===== src/rtl/core/ach_pkg.sv =====
package ach_pkg;

    // Sample and level widths fixed by the word format
    localparam int SAMPLE_W = 16;
    localparam int MAG_W    = SAMPLE_W - 1;
    localparam int LEVEL_W  = 8;

    localparam logic [LEVEL_W-1:0] LEVEL_MAX  = 8'd255;
    localparam logic [LEVEL_W-1:0] LEVEL_ZERO = 8'd0;

    // Word kinds
    localparam logic KIND_PUSH = 1'b0;
    localparam logic KIND_READ = 1'b1;

    typedef logic signed [SAMPLE_W-1:0] sample_t;

    // Sequencer states
    typedef enum logic [3:0] {
        ST_IDLE,
        ST_PUSH_WR,
        ST_SCAN,
        ST_SCAN_END,
        ST_RD_MOD,
        ST_RD_ADDR,
        ST_RD_DATA,
        ST_RD_DIV,
        ST_DONE
    } state_t;

endpackage


===== src/rtl/core/ach_ram.sv =====
module ach_ram #(
    parameter int WIDTH = 16,
    parameter int DEPTH = 64
) (
    input  logic                     clk,
    input  logic                     we,
    input  logic [$clog2(DEPTH)-1:0] waddr,
    input  logic [WIDTH-1:0]         wdata,
    input  logic [$clog2(DEPTH)-1:0] raddr,
    output logic [WIDTH-1:0]         rdata
);

    logic [WIDTH-1:0] mem [DEPTH];

    // One write port, one registered read port
    always_ff @(posedge clk)
    begin
        if (we)
        begin
            mem[waddr] <= wdata;
        end
        rdata <= mem[raddr];
    end

endmodule


===== src/rtl/core/ach_div.sv =====
module ach_div (
    input  logic                        clk,
    input  logic                        rst_n,
    input  logic                        start,
    input  logic [ach_pkg::MAG_W-1:0]   num,
    input  logic [ach_pkg::MAG_W-1:0]   den,
    output logic [ach_pkg::LEVEL_W-1:0] quot,
    output logic                        done
);

    // Restoring division of num * 255 by den, one quotient bit a cycle.
    // Valid only for 0 < num < den, where the quotient fits in a byte.
    localparam int NW = ach_pkg::MAG_W + ach_pkg::LEVEL_W;

    logic [NW-1:0]                  prod;
    logic [ach_pkg::MAG_W-1:0]      rem_reg;
    logic [ach_pkg::LEVEL_W-1:0]    bits_reg;
    logic [ach_pkg::LEVEL_W-1:0]    quot_reg;
    logic [ach_pkg::MAG_W-1:0]      den_reg;
    logic [2:0]                     cnt_reg;
    logic                           busy_reg;
    logic                           done_reg;
    logic [ach_pkg::MAG_W:0]        trial;
    logic [ach_pkg::MAG_W:0]        diff;
    logic                           take;

    // num * 255 as (num << 8) - num
    assign prod = {num, ach_pkg::LEVEL_W'(0)} - {ach_pkg::LEVEL_W'(0), num};

    // One restoring step
    assign trial = {rem_reg, bits_reg[ach_pkg::LEVEL_W-1]};
    assign diff  = trial - {1'b0, den_reg};
    assign take  = (trial >= {1'b0, den_reg});

    always_ff @(posedge clk or negedge rst_n)
    begin
        if (!rst_n)
        begin
            busy_reg <= 1'b0;
            done_reg <= 1'b0;
            cnt_reg  <= '0;
        end
        else
        begin
            done_reg <= 1'b0;
            if (start)
            begin
                busy_reg <= 1'b1;
                cnt_reg  <= '0;
            end
            else if (busy_reg)
            begin
                cnt_reg <= cnt_reg + 3'd1;
                if (cnt_reg == 3'd7)
                begin
                    busy_reg <= 1'b0;
                    done_reg <= 1'b1;
                end
            end
        end
    end

    // Datapath: remainder, remaining dividend bits, quotient
    always_ff @(posedge clk)
    begin
        if (start)
        begin
            rem_reg  <= prod[NW-1:ach_pkg::LEVEL_W];
            bits_reg <= prod[ach_pkg::LEVEL_W-1:0];
            den_reg  <= den;
            quot_reg <= '0;
        end
        else if (busy_reg)
        begin
            rem_reg  <= take ? diff[ach_pkg::MAG_W-1:0] : trial[ach_pkg::MAG_W-1:0];
            bits_reg <= {bits_reg[ach_pkg::LEVEL_W-2:0], 1'b0};
            quot_reg <= {quot_reg[ach_pkg::LEVEL_W-2:0], take};
        end
    end

    assign quot = quot_reg;
    assign done = done_reg;

endmodule


===== src/rtl/core/autoscaled_two_channel_history_top.sv =====
// Push word: written, then one scan read per entry through the dual history RAMs,
//   then peak update and output load.
// Read word: ring index wrap in DEPTH steps, address, data read, the byte divider
//   and output load. One word in flight at a time.
// Reset: asynchronous, active low; ring position, fill count and peak clear.
//   Entries beyond the fill count read as zero, so no clearing pass is needed.
module autoscaled_two_channel_history_top #(
    parameter int DEPTH = 64
) (
    input  logic                        clk,
    input  logic                        rst_n,
    input  logic                        in_valid,
    output logic                        in_ready,
    input  logic                        kind,
    input  logic signed [15:0]          sample_a,
    input  logic signed [15:0]          sample_b,
    input  logic signed [15:0]          floor_ref,
    input  logic [5:0]                  pixel_pos,
    output logic                        out_valid,
    input  logic                        out_ready,
    output logic [7:0]                  level_a,
    output logic [7:0]                  level_b,
    output logic signed [15:0]          peak
);

    localparam int AW = $clog2(DEPTH);
    localparam int FW = $clog2(DEPTH + 1);
    localparam int SW = ((AW > 6) ? AW : 6) + 1;
    localparam int SAMPLE_W = ach_pkg::SAMPLE_W;
    localparam int MAG_W    = ach_pkg::MAG_W;
    localparam int LEVEL_W  = ach_pkg::LEVEL_W;

    ach_pkg::state_t state_reg, state_next;

    logic [AW-1:0]          wp_reg;
    logic [FW-1:0]          fill_reg;
    logic [AW-1:0]          cnt_reg;
    logic                   pend_reg;
    logic [AW-1:0]          pend_addr_reg;
    logic [SW-1:0]          sum_reg;
    ach_pkg::sample_t       peak_reg;
    ach_pkg::sample_t       best_reg;
    ach_pkg::sample_t       sa_reg;
    ach_pkg::sample_t       sb_reg;
    logic [LEVEL_W-1:0]     res_a_reg;
    logic [LEVEL_W-1:0]     res_b_reg;
    logic                   out_valid_reg;
    logic [LEVEL_W-1:0]     level_a_reg;
    logic [LEVEL_W-1:0]     level_b_reg;
    ach_pkg::sample_t       peak_out_reg;

    logic                   in_acc;
    logic                   ram_we;
    logic [AW-1:0]          ram_raddr;
    logic [SAMPLE_W-1:0]    rdata_a;
    logic [SAMPLE_W-1:0]    rdata_b;
    logic                   div_start;
    logic [LEVEL_W-1:0]     quot_a;
    logic [LEVEL_W-1:0]     quot_b;
    logic                   done_a;
    logic                   done_b;
    logic                   load_out;
    logic [AW-1:0]          wp_inc;
    logic                   scan_hit;
    logic                   rd_hit;
    ach_pkg::sample_t       cand_a;
    ach_pkg::sample_t       cand_b;
    ach_pkg::sample_t       best_1;
    ach_pkg::sample_t       best_upd;
    ach_pkg::sample_t       rd_a;
    ach_pkg::sample_t       rd_b;
    logic                   peak_pos;
    logic [LEVEL_W-1:0]     lvl_a;
    logic [LEVEL_W-1:0]     lvl_b;

    assign in_acc = in_valid && in_ready;

    // History stores, one per channel
    ach_ram #(.WIDTH(SAMPLE_W), .DEPTH(DEPTH)) u_ram_a (
        .clk   (clk),
        .we    (ram_we),
        .waddr (wp_reg),
        .wdata (sa_reg),
        .raddr (ram_raddr),
        .rdata (rdata_a)
    );

    ach_ram #(.WIDTH(SAMPLE_W), .DEPTH(DEPTH)) u_ram_b (
        .clk   (clk),
        .we    (ram_we),
        .waddr (wp_reg),
        .wdata (sb_reg),
        .raddr (ram_raddr),
        .rdata (rdata_b)
    );

    // Entries at or above the fill count were never written: they read as zero
    assign scan_hit = (FW'(pend_addr_reg) < fill_reg);
    assign rd_hit   = (FW'(sum_reg[AW-1:0]) < fill_reg);

    assign rd_a = rd_hit ? $signed(rdata_a) : '0;
    assign rd_b = rd_hit ? $signed(rdata_b) : '0;

    // Byte dividers, one per channel
    ach_div u_div_a (
        .clk   (clk),
        .rst_n (rst_n),
        .start (div_start),
        .num   (rd_a[MAG_W-1:0]),
        .den   (peak_reg[MAG_W-1:0]),
        .quot  (quot_a),
        .done  (done_a)
    );

    ach_div u_div_b (
        .clk   (clk),
        .rst_n (rst_n),
        .start (div_start),
        .num   (rd_b[MAG_W-1:0]),
        .den   (peak_reg[MAG_W-1:0]),
        .quot  (quot_b),
        .done  (done_b)
    );

    // Running maximum over the scanned pair
    always_comb
    begin
        cand_a   = scan_hit ? $signed(rdata_a) : '0;
        cand_b   = scan_hit ? $signed(rdata_b) : '0;
        best_1   = (cand_a > best_reg) ? cand_a : best_reg;
        best_upd = (cand_b > best_1) ? cand_b : best_1;
    end

    // Intensity bytes: zero for a non-positive peak or sample, full at or above
    assign peak_pos = !peak_reg[SAMPLE_W-1] && (peak_reg != '0);

    always_comb
    begin
        priority if (!peak_pos || sa_reg[SAMPLE_W-1] || (sa_reg == '0))
        begin
            lvl_a = ach_pkg::LEVEL_ZERO;
        end
        else if (sa_reg >= peak_reg)
        begin
            lvl_a = ach_pkg::LEVEL_MAX;
        end
        else
        begin
            lvl_a = quot_a;
        end

        priority if (!peak_pos || sb_reg[SAMPLE_W-1] || (sb_reg == '0))
        begin
            lvl_b = ach_pkg::LEVEL_ZERO;
        end
        else if (sb_reg >= peak_reg)
        begin
            lvl_b = ach_pkg::LEVEL_MAX;
        end
        else
        begin
            lvl_b = quot_b;
        end
    end

    assign wp_inc   = (wp_reg == AW'(DEPTH - 1)) ? '0 : wp_reg + 1'b1;
    assign load_out = (state_reg == ach_pkg::ST_DONE) && (!out_valid_reg || out_ready);

    // Next state
    always_comb
    begin
        state_next = state_reg;
        unique case (state_reg)
            ach_pkg::ST_IDLE:
            begin
                if (in_acc)
                begin
                    state_next = (kind == ach_pkg::KIND_READ) ? ach_pkg::ST_RD_MOD
                                                               : ach_pkg::ST_PUSH_WR;
                end
            end
            ach_pkg::ST_PUSH_WR:
            begin
                state_next = ach_pkg::ST_SCAN;
            end
            ach_pkg::ST_SCAN:
            begin
                if (cnt_reg == AW'(DEPTH - 1))
                begin
                    state_next = ach_pkg::ST_SCAN_END;
                end
            end
            ach_pkg::ST_SCAN_END:
            begin
                state_next = ach_pkg::ST_DONE;
            end
            ach_pkg::ST_RD_MOD:
            begin
                if (sum_reg < SW'(DEPTH))
                begin
                    state_next = ach_pkg::ST_RD_ADDR;
                end
            end
            ach_pkg::ST_RD_ADDR:
            begin
                state_next = ach_pkg::ST_RD_DATA;
            end
            ach_pkg::ST_RD_DATA:
            begin
                state_next = ach_pkg::ST_RD_DIV;
            end
            ach_pkg::ST_RD_DIV:
            begin
                if (done_a && done_b)
                begin
                    state_next = ach_pkg::ST_DONE;
                end
            end
            ach_pkg::ST_DONE:
            begin
                if (load_out)
                begin
                    state_next = ach_pkg::ST_IDLE;
                end
            end
            default:
            begin
                state_next = ach_pkg::ST_IDLE;
            end
        endcase
    end

    // Control outputs
    always_comb
    begin
        in_ready  = 1'b0;
        ram_we    = 1'b0;
        ram_raddr = cnt_reg;
        div_start = 1'b0;
        unique case (state_reg)
            ach_pkg::ST_IDLE:     in_ready  = 1'b1;
            ach_pkg::ST_PUSH_WR:  ram_we    = 1'b1;
            ach_pkg::ST_RD_ADDR:  ram_raddr = sum_reg[AW-1:0];
            ach_pkg::ST_RD_DATA:  div_start = 1'b1;
            default:
            begin
                ram_raddr = cnt_reg;
            end
        endcase
    end

    // Control registers
    always_ff @(posedge clk or negedge rst_n)
    begin
        if (!rst_n)
        begin
            state_reg     <= ach_pkg::ST_IDLE;
            wp_reg        <= '0;
            fill_reg      <= '0;
            peak_reg      <= '0;
            pend_reg      <= 1'b0;
            cnt_reg       <= '0;
            out_valid_reg <= 1'b0;
        end
        else
        begin
            state_reg <= state_next;
            pend_reg  <= (state_reg == ach_pkg::ST_SCAN);

            if (state_reg == ach_pkg::ST_PUSH_WR)
            begin
                wp_reg  <= wp_inc;
                cnt_reg <= '0;
                if (fill_reg != FW'(DEPTH))
                begin
                    fill_reg <= fill_reg + 1'b1;
                end
            end
            else if (state_reg == ach_pkg::ST_SCAN)
            begin
                cnt_reg <= cnt_reg + 1'b1;
            end

            if (state_reg == ach_pkg::ST_SCAN_END)
            begin
                peak_reg <= best_upd;
            end

            if (load_out)
            begin
                out_valid_reg <= 1'b1;
            end
            else if (out_ready)
            begin
                out_valid_reg <= 1'b0;
            end
        end
    end

    // Datapath registers
    always_ff @(posedge clk)
    begin
        if (in_acc)
        begin
            sa_reg   <= sample_a;
            sb_reg   <= sample_b;
            best_reg <= floor_ref;
            sum_reg  <= SW'(wp_reg) + SW'(pixel_pos);
        end
        else if (pend_reg)
        begin
            best_reg <= best_upd;
        end

        if (state_reg == ach_pkg::ST_SCAN)
        begin
            pend_addr_reg <= cnt_reg;
        end

        // Ring index wrap, one DEPTH step a cycle
        if ((state_reg == ach_pkg::ST_RD_MOD) && (sum_reg >= SW'(DEPTH)))
        begin
            sum_reg <= sum_reg - SW'(DEPTH);
        end

        if (state_reg == ach_pkg::ST_RD_DATA)
        begin
            sa_reg <= rd_a;
            sb_reg <= rd_b;
        end

        if (state_reg == ach_pkg::ST_SCAN_END)
        begin
            res_a_reg <= ach_pkg::LEVEL_ZERO;
            res_b_reg <= ach_pkg::LEVEL_ZERO;
        end
        else if ((state_reg == ach_pkg::ST_RD_DIV) && done_a && done_b)
        begin
            res_a_reg <= lvl_a;
            res_b_reg <= lvl_b;
        end

        if (load_out)
        begin
            level_a_reg  <= res_a_reg;
            level_b_reg  <= res_b_reg;
            peak_out_reg <= peak_reg;
        end
    end

    assign out_valid = out_valid_reg;
    assign level_a   = level_a_reg;
    assign level_b   = level_b_reg;
    assign peak      = peak_out_reg;

`ifndef SYNTHESIS
    // Until the ring has wrapped, the write position equals the fill count
    a_fill_tracks_wp: assert property (@(posedge clk) disable iff (!rst_n)
        (fill_reg != FW'(DEPTH)) |-> (FW'(wp_reg) == fill_reg))
        else $error("write position and fill count disagree");

    // Fill count never passes the ring depth
    a_fill_bound: assert property (@(posedge clk) disable iff (!rst_n)
        fill_reg <= FW'(DEPTH))
        else $error("fill count beyond depth");

    // Dividers finish only while the sequencer waits for them
    a_div_done: assert property (@(posedge clk) disable iff (!rst_n)
        (done_a || done_b) |-> (state_reg == ach_pkg::ST_RD_DIV))
        else $error("divider finished outside read");

    // A non-positive peak always goes out with zero levels
    a_zero_peak: assert property (@(posedge clk) disable iff (!rst_n)
        (out_valid && (peak_out_reg[SAMPLE_W-1] || (peak_out_reg == '0)))
        |-> ((level_a == ach_pkg::LEVEL_ZERO) && (level_b == ach_pkg::LEVEL_ZERO)))
        else $error("non-zero level with non-positive peak");
`endif

endmodule


===== config.mk =====
export PLATFORM = sky130hd
export DESIGN_NAME = autoscaled_two_channel_history_top
export DESIGN_NICKNAME = d
export VERILOG_FILES = /design/src/rtl/core/ach_pkg.sv /design/src/rtl/core/ach_ram.sv /design/src/rtl/core/ach_div.sv /design/src/rtl/core/autoscaled_two_channel_history_top.sv
export SDC_FILE = /design/constraint.sdc
export NUM_CORES = 2
export LEC_CHECK = 0
export BUFFER_PORTS_ARGS = -buffer_cell sky130_fd_sc_hd__buf_4
export CAP_MARGIN = 20
export CORE_MARGIN = 5
export CORE_UTILIZATION = 51
export DETAILED_ROUTE_END_ITERATION = 8
export HOLD_SLACK_MARGIN = 0.05
export MAX_ROUTING_LAYER = met4
export PLACE_DENSITY = 0.69
export SLEW_MARGIN = 20
export SYNTH_ARGS = -nofsm -noshare
export SYNTH_HDL_FRONTEND = slang
export SYNTH_SLANG_ARGS = --single-unit

===== constraint.sdc =====
create_clock -name clk -period 5.8 [get_ports clk]
set_input_delay 0.58 -clock clk [delete_from_list [all_inputs] [get_ports clk]]
set_output_delay 0.58 -clock clk [all_outputs]
set_load 0.005 [all_outputs]

---- Yosys cells after proc, flatten, opt, wreduce, memory -nomap -nowiden ----
Memories as Yosys holds them, arrays and structs flattened. A register that Yosys moved wholly into a read port is not among the register bits.
Index checks and enable logic that the tools add are counted.
cells by class
  $add $sub $neg .......................... 11
  magnitude comparators ................... 10
  equal/unequal tests ..................... 18
  multiplexer cells ....................... 62
  reduce and logical (&&, ||, !) cells .... 28
operators with widths
  operator                                       count
  2-to-1 mux 16 bit                              12
  2-to-1 mux 15 bit                              6
  2-to-1 mux 8 bit                               8
  subtractor 23 x 15 -> 23 bit                   2
  one-hot mux 4 bit (9 select lines)             1
  >= comparator 16 x 15 -> 1 bit                 2
  >= comparator 16 bit                           2
  greater-than comparator 16 bit                 2
  zero test 16 bit                               2
  subtractor 15 bit                              2
  2-to-1 mux 6 bit                               4
  2-to-1 mux 4 bit                               5
  2-to-1 mux 1 bit                               19
  == test 4 x 3 -> 1 bit, second input constant  4
  nonzero test 16 bit                            1
  2-to-1 mux 3 bit                               5
  less-than comparator 6 x 7 -> 1 bit            2
  2-to-1 mux 7 bit                               2
  nonzero test 2 bit                             7
  adder 6 x 1 -> 6 bit, second input constant    2
  == test 6 bit, second input constant           2
  inequality test 2 bit, second input constant   5
  == test 4 x 2 -> 1 bit, second input constant  2
  adder 6 x 6 -> 7 bit                           1
  other kinds (15)                               29
storage, ports and cells
  flip-flop bits (word level) ............. 237
  bits in writable memories ............... 2048
  input port bits ......................... 59
  memories ................................ 2
memories
  name         depth  width  rd ports  clocked after Yosys merged registers in  write ports  line           RTL
  u_ram_a.mem  64     16     1         1                                        1            ach_ram.sv:13  logic [WIDTH-1:0] mem [DEPTH];
  u_ram_b.mem  64     16     1         1                                        1            ach_ram.sv:13

---- Depth between registers and ports, before layout ----
  depth after elaboration ................. 8
  gate-level depth with buffers ........... 29

---- Cells and area by module ----
Synthesis repeated with hierarchy kept, for this count alone.
second synthesis, totals
  cells, all modules ...................... 5166
  area total of the unflattened synthesis .. 95831.9 um^2
modules (own cells, without submodules)
  module                              instances  cells each  area each (um^2)  seq. area each (um^2)
  ach_ram                             2          1829        40042.2           31069.8
  autoscaled_two_channel_history_top  1          828         8898.5            4139.0
  ach_div                             2          340         3424.5            1426.4

---- Worst setup path before layout ----
OpenSTA, ideal clock, no wires.
  path kind ............................... register to register
  start point ............................. register fill_reg[3]
  end point ............................... register best_reg[11] (data pin)
  arrival ................................. 5943 ps
  path slack .............................. -411 ps
  stages on the path, launching flop included .. 29
  path buffers ............................ 5
  cell sequence ........................... dfrtp_1 -> inv_1 -> ha_1 -> a21oi_1 -> o21ai_0 -> a211oi_1 -> clkbuf_1 -> o21ai_0 -> inv_1 -> ha_1 -> a21o_1 -> a21oi_1 -> o22ai_1 -> or4b_1 -> mux2_2 -> buf_2 -> buf_4 -> mux2i_1 -> inv_1 -> ha_1 -> nand4_1 -> nor4_1 -> inv_1 -> o32ai_1 -> o21bai_1 -> clkbuf_1 -> buf_2 -> mux2i_1 -> o21ai_0
between the ends
  cells in the longest elaborated chain, start to end .. 8
RTL lines
  item                                     line                                       RTL
  start, declared                          autoscaled_two_channel_history_top.sv:36   logic [FW-1:0] fill_reg;
  start signal, assigned                   autoscaled_two_channel_history_top.sv:276  fill_reg <= fill_reg + 1'b1;
  less-than comparator 6 x 7 -> 1 bit (*)  autoscaled_two_channel_history_top.sv:98   assign scan_hit = (FW'(pend_addr_reg) < fill_reg);
  2-to-1 mux 16 bit                        autoscaled_two_channel_history_top.sv:128  cand_a = scan_hit ? $signed(rdata_a) : '0;
  greater-than comparator 16 bit           autoscaled_two_channel_history_top.sv:130  best_1 = (cand_a > best_reg) ? cand_a : best_reg;
  2-to-1 mux 16 bit                        autoscaled_two_channel_history_top.sv:130
  greater-than comparator 16 bit           autoscaled_two_channel_history_top.sv:131  best_upd = (cand_b > best_1) ? cand_b : best_1;
  2-to-1 mux 16 bit (*)                    autoscaled_two_channel_history_top.sv:131
  2-to-1 mux 16 bit (*)                    autoscaled_two_channel_history_top.sv:310  else if (pend_reg)
  2-to-1 mux 16 bit (*)                    autoscaled_two_channel_history_top.sv:303  if (in_acc)
  end signal, assigned                     autoscaled_two_channel_history_top.sv:307  best_reg <= floor_ref;
  end signal, assigned                     autoscaled_two_channel_history_top.sv:312  best_reg <= best_upd;
  end, declared                            autoscaled_two_channel_history_top.sv:42   ach_pkg::sample_t best_reg;
Mark *: on every way between the ends. The rest lies on a longest branch, timed or not. The select of a mux whose other input is x is not followed.
A chain may end at the register's enable or synchronous reset.

---- Worst setup path in the final report ----
  start point ............................. register pend_addr_reg[1]
  end point ............................... register best_reg[1] (data pin)
between the ends
  cells in the longest elaborated chain, start to end .. 8
RTL lines
  item                                     line                                       RTL
  start, declared                          autoscaled_two_channel_history_top.sv:39   logic [AW-1:0] pend_addr_reg;
  start signal, assigned                   autoscaled_two_channel_history_top.sv:317  pend_addr_reg <= cnt_reg;
  less-than comparator 6 x 7 -> 1 bit (*)  autoscaled_two_channel_history_top.sv:98
  2-to-1 mux 16 bit                        autoscaled_two_channel_history_top.sv:128
  greater-than comparator 16 bit           autoscaled_two_channel_history_top.sv:130
  2-to-1 mux 16 bit                        autoscaled_two_channel_history_top.sv:130
  greater-than comparator 16 bit           autoscaled_two_channel_history_top.sv:131
  2-to-1 mux 16 bit (*)                    autoscaled_two_channel_history_top.sv:131
  2-to-1 mux 16 bit (*)                    autoscaled_two_channel_history_top.sv:310
  2-to-1 mux 16 bit (*)                    autoscaled_two_channel_history_top.sv:303
Marked as above.

==> results_dict.tcl <==
set metrics [dict create \
    status "finished, final reports clean" \
    clkLatencyLatePin_ns 0.87 \
    htreeDepth 4 \
    ys.warnings.count 0 \
    cap_violations 0 \
    multi_input_area_sq_mm 0.02510 \
    yosys_register_bits 2317 \
    fmax_mhz 172.6 \
    syn_area_sq_mm 0.09471 \
    period_minus_slack_ns 5.793 \
    cp-start-kind "register" \
    grt_overflow_total 0 \
    hold_class "in -> reg" \
    leakagePower_nw 36.58 \
    ant_nets 0 \
    die_h_um 440.9 \
    antenna_found_initial 16 \
    hp-start "sample_b[10]" \
    synth.distinct_cells 84 \
    drive_above_1_share 0.1583 \
    via_per_inst 6.398 \
    synthCells 6392 \
    root_buffer "clkbuf_16" \
    period_share 0.9988 \
    drt-initial-drc-count 9147 \
    r2r-start "pend_addr_reg[1]$_DFFE_PP_" \
    ff2ff_path_depth 27 \
    synth_top_family_by_area "simple AND/OR/NAND/NOR gates" \
    grt_pass1_vias 57350 \
    synthArstFlopShare 0.02201 \
    synth_compound_area_frac 0.05777 \
    finalNonFillerCells 9376 \
    clkTransAtPathRegs_ns 0.07 \
    total_power_mw 58.67 \
    max_slew_margin 0.2166 \
    cts.sinks 2317 \
    crit_fanout 7 \
    reg2reg_slack_ns 0.007 \
    gp_congestion 0.9352 \
    skew_ns 0.03973 \
    cp.required_ns 6.38 \
    hold_viol 0 \
    whs_ns 0.1092 \
    final_core_util 0.5835 \
    ys_seq_area_frac 0.7252 \
    mostFrequentLayoutCells "edfxtp_1 (2,202), nand2_1 (1,239), nand3_1 (423)" \
    synth_area_leaders "edfxtp_1 (70%), nand2_1 (4.9%), mux4_2 (4.7%)" \
    drt_wl_total_um 290900 \
    area_growth_pct 14.00 \
    final-setup-viol-count 0 \
    die_area_sq_mm 0.1944 \
    rows 158 \
    finalSetupTns_ns 0 \
    power_density_mw_per_mm2 543.4 \
    wl_per_cell_um 31.03 \
    drv_slew 0 \
    design.portCount 93 \
    setup_ws_ns 0.007197 \
    synth_adder_area_share 0.01834 \
    yosys.area.top_type "edfxtp_1" \
    grt_pass1_wl_um 414400 \
    final.fill_count 13990 \
    tritoncts "yes" \
    crit_arrival_ns 6.37 \
    reg2reg_to "best_reg[1]$_DFFE_PP_" \
    start_util 0.5118 \
    rsz0062_at_grt "true" \
    coreArea_sq_mm 0.1850 \
    path_class "reg -> reg" \
    dp_cells 8916 \
    synthFlopType "edfxtp_1" \
    drt-pass1-iter-count 8 \
    irDropWorstVdd_v 0.0005169 \
    synth_simple_gate_area_frac 0.1031 \
    port-buffer-count 92 \
    worst_setup_path_end_kind "register" \
    placed_cell_area_sq_mm 0.1001 \
    pre_cts_slack_ns -0.5601 \
    grt_max_degree 113 \
    yosysTopAreaCellShare 0.6982 \
    synth_edf_count 2202 \
    seq_area_sq_mm 0.06868 \
    drc_errors 0 \
    worstMarginPinSlew_ns 1.151 \
    mostFrequentLayoutCell "edfxtp_1" \
    synth_xor_area_frac 0.006103 \
    synth.area.mux_share 0.06699 \
    holdPathStages 3 \
    synth.avg_cell_area_sq_um 14.82 \
    cts_inserted_buffers 218 \
    holdPathEnd "sb_reg[10]$_DFFE_PP_" \
    vias 59990 \
    synth_fp_nets 6588 \
    dp_hpwl_um 180700 \
    die_w_um 440.9 \
    fin_nets 6895 \
    cts_buffer_depth 3 \
    fin_area_sq_mm 0.1080 \
    grtUsageTotal 0.3049 \
]
synth_stat cells, types with 12 or more instances:
cell type / n
edfxtp_1: 2202
nand2_1: 1240
nand3_1: 429
nor2_1: 208
mux4_2: 196
o21ai_0: 173
mux2i_1: 161
a21oi_1: 137
buf_2: 137
ha_1: 134
clkbuf_1: 122
a31oi_1: 120
inv_1: 117
nand4_1: 111
dfxtp_1: 64
dfrtp_1: 51
a32oi_1: 48
xnor2_1: 44
a21o_1: 43
a221oi_1: 39
nor2b_1: 38
and3_1: 35
buf_1: 35
o2111ai_1: 35
a311oi_1: 31
buf_4: 31
nor3_1: 30
a22oi_1: 29
mux2_2: 22
xor2_1: 22
nand2b_1: 21
nor4_1: 20
or3_1: 17
buf_6: 16
and2_1: 15
or4_1: 15
o21ai_1: 12
o21bai_1: 12
o41ai_1: 12
routing by layer:
metal	wire length [um]	global-route usage
met5	0	-
met4	12350	0.1144
met3	36580	0.07734
met2	135200	0.4621
met1	106800	0.4022
cells by family after synthesis:
| logic type | count (synthesis) |
|---|---|
| flip-flops | 2317 |
| AND/OR/NAND/NOR | 2219 |
| AO/OA/AOI/OAI | 811 |
| buffers and inverters | 459 |
| multiplexers | 383 |
| adder cells (fa/ha/maj) | 137 |
| XOR/XNOR | 66 |
repair_timing:
item,in CTS,in global routing
cloned,0,3
setup buffers,1,9
pin swaps,2,26
resized for setup,14,124
endpoints found under the hold margin,80,0
setup endpoints to repair,32,32
hold buffers,29,0
power breakdown:
group	internal, mW	leakage [nW]	switching, mW
clock	7.64	3.34	6.18
combinational	7.71	12.1	15.0
sequential	21.2	21.1	0.936
worst max-delay path by stage:
stage | from | to | depth (start not counted) | slack (ns)
CTS | fill_reg[3]$_DFFE_PN0P_ | best_reg[15]$_DFFE_PP_ | 27 | 0.01
detailed placement | fill_reg[1]$_DFFE_PN0P_ | best_reg[15]$_DFFE_PP_ | 26 | -0.56
global route | fill_reg[3]$_DFFE_PN0P_ | best_reg[2]$_DFFE_PP_ | 29 | -0.17
global placement | fill_reg[1]$_DFFE_PN0P_ | best_reg[0]$_DFFE_PP_ | 26 | -0.49
finish | pend_addr_reg[1]$_DFFE_PP_ | best_reg[1]$_DFFE_PP_ | 27 | 0.007
floorplan | fill_reg[3]$_DFFE_PN0P_ | best_reg[11]$_DFFE_PP_ | 28 | 0.03
critical path, cell delays in order (launching register included):
cell      delay, ns
edfxtp_1       0.44
ha_4           0.28
a21oi_4        0.17
o21ai_4        0.09
a211oi_4       0.24
buf_4          0.16
buf_12         0.15
o21ai_4        0.06
inv_2          0.08
ha_4           0.19
nor2b_1        0.12
o211ai_1       0.21
a21oi_2        0.08
or4b_4         0.54
mux2_4         0.37
buf_6          0.14
mux2i_2        0.19
inv_1          0.10
ha_4           0.29
nand4_1        0.14
nor4_2         0.31
buf_4          0.17
inv_2          0.03
o32ai_2        0.23
o21bai_4       0.22
buf_12         0.20
mux2i_4        0.23
o21ai_1        0.08
cell type report:
type,instances,share of cell area
Inverter,118,0.004102
Timing Repair Buffer,428,0.03507
Tap cell,2480,0.02874
Clock inverter,107,0.008390
Multi-Input combinational cell,3616,0.2325
Clock buffer,301,0.05492
Antenna cell,9,0.0002086
Sequential cell,2317,0.6361
Power figures use the tool's default switching activity.
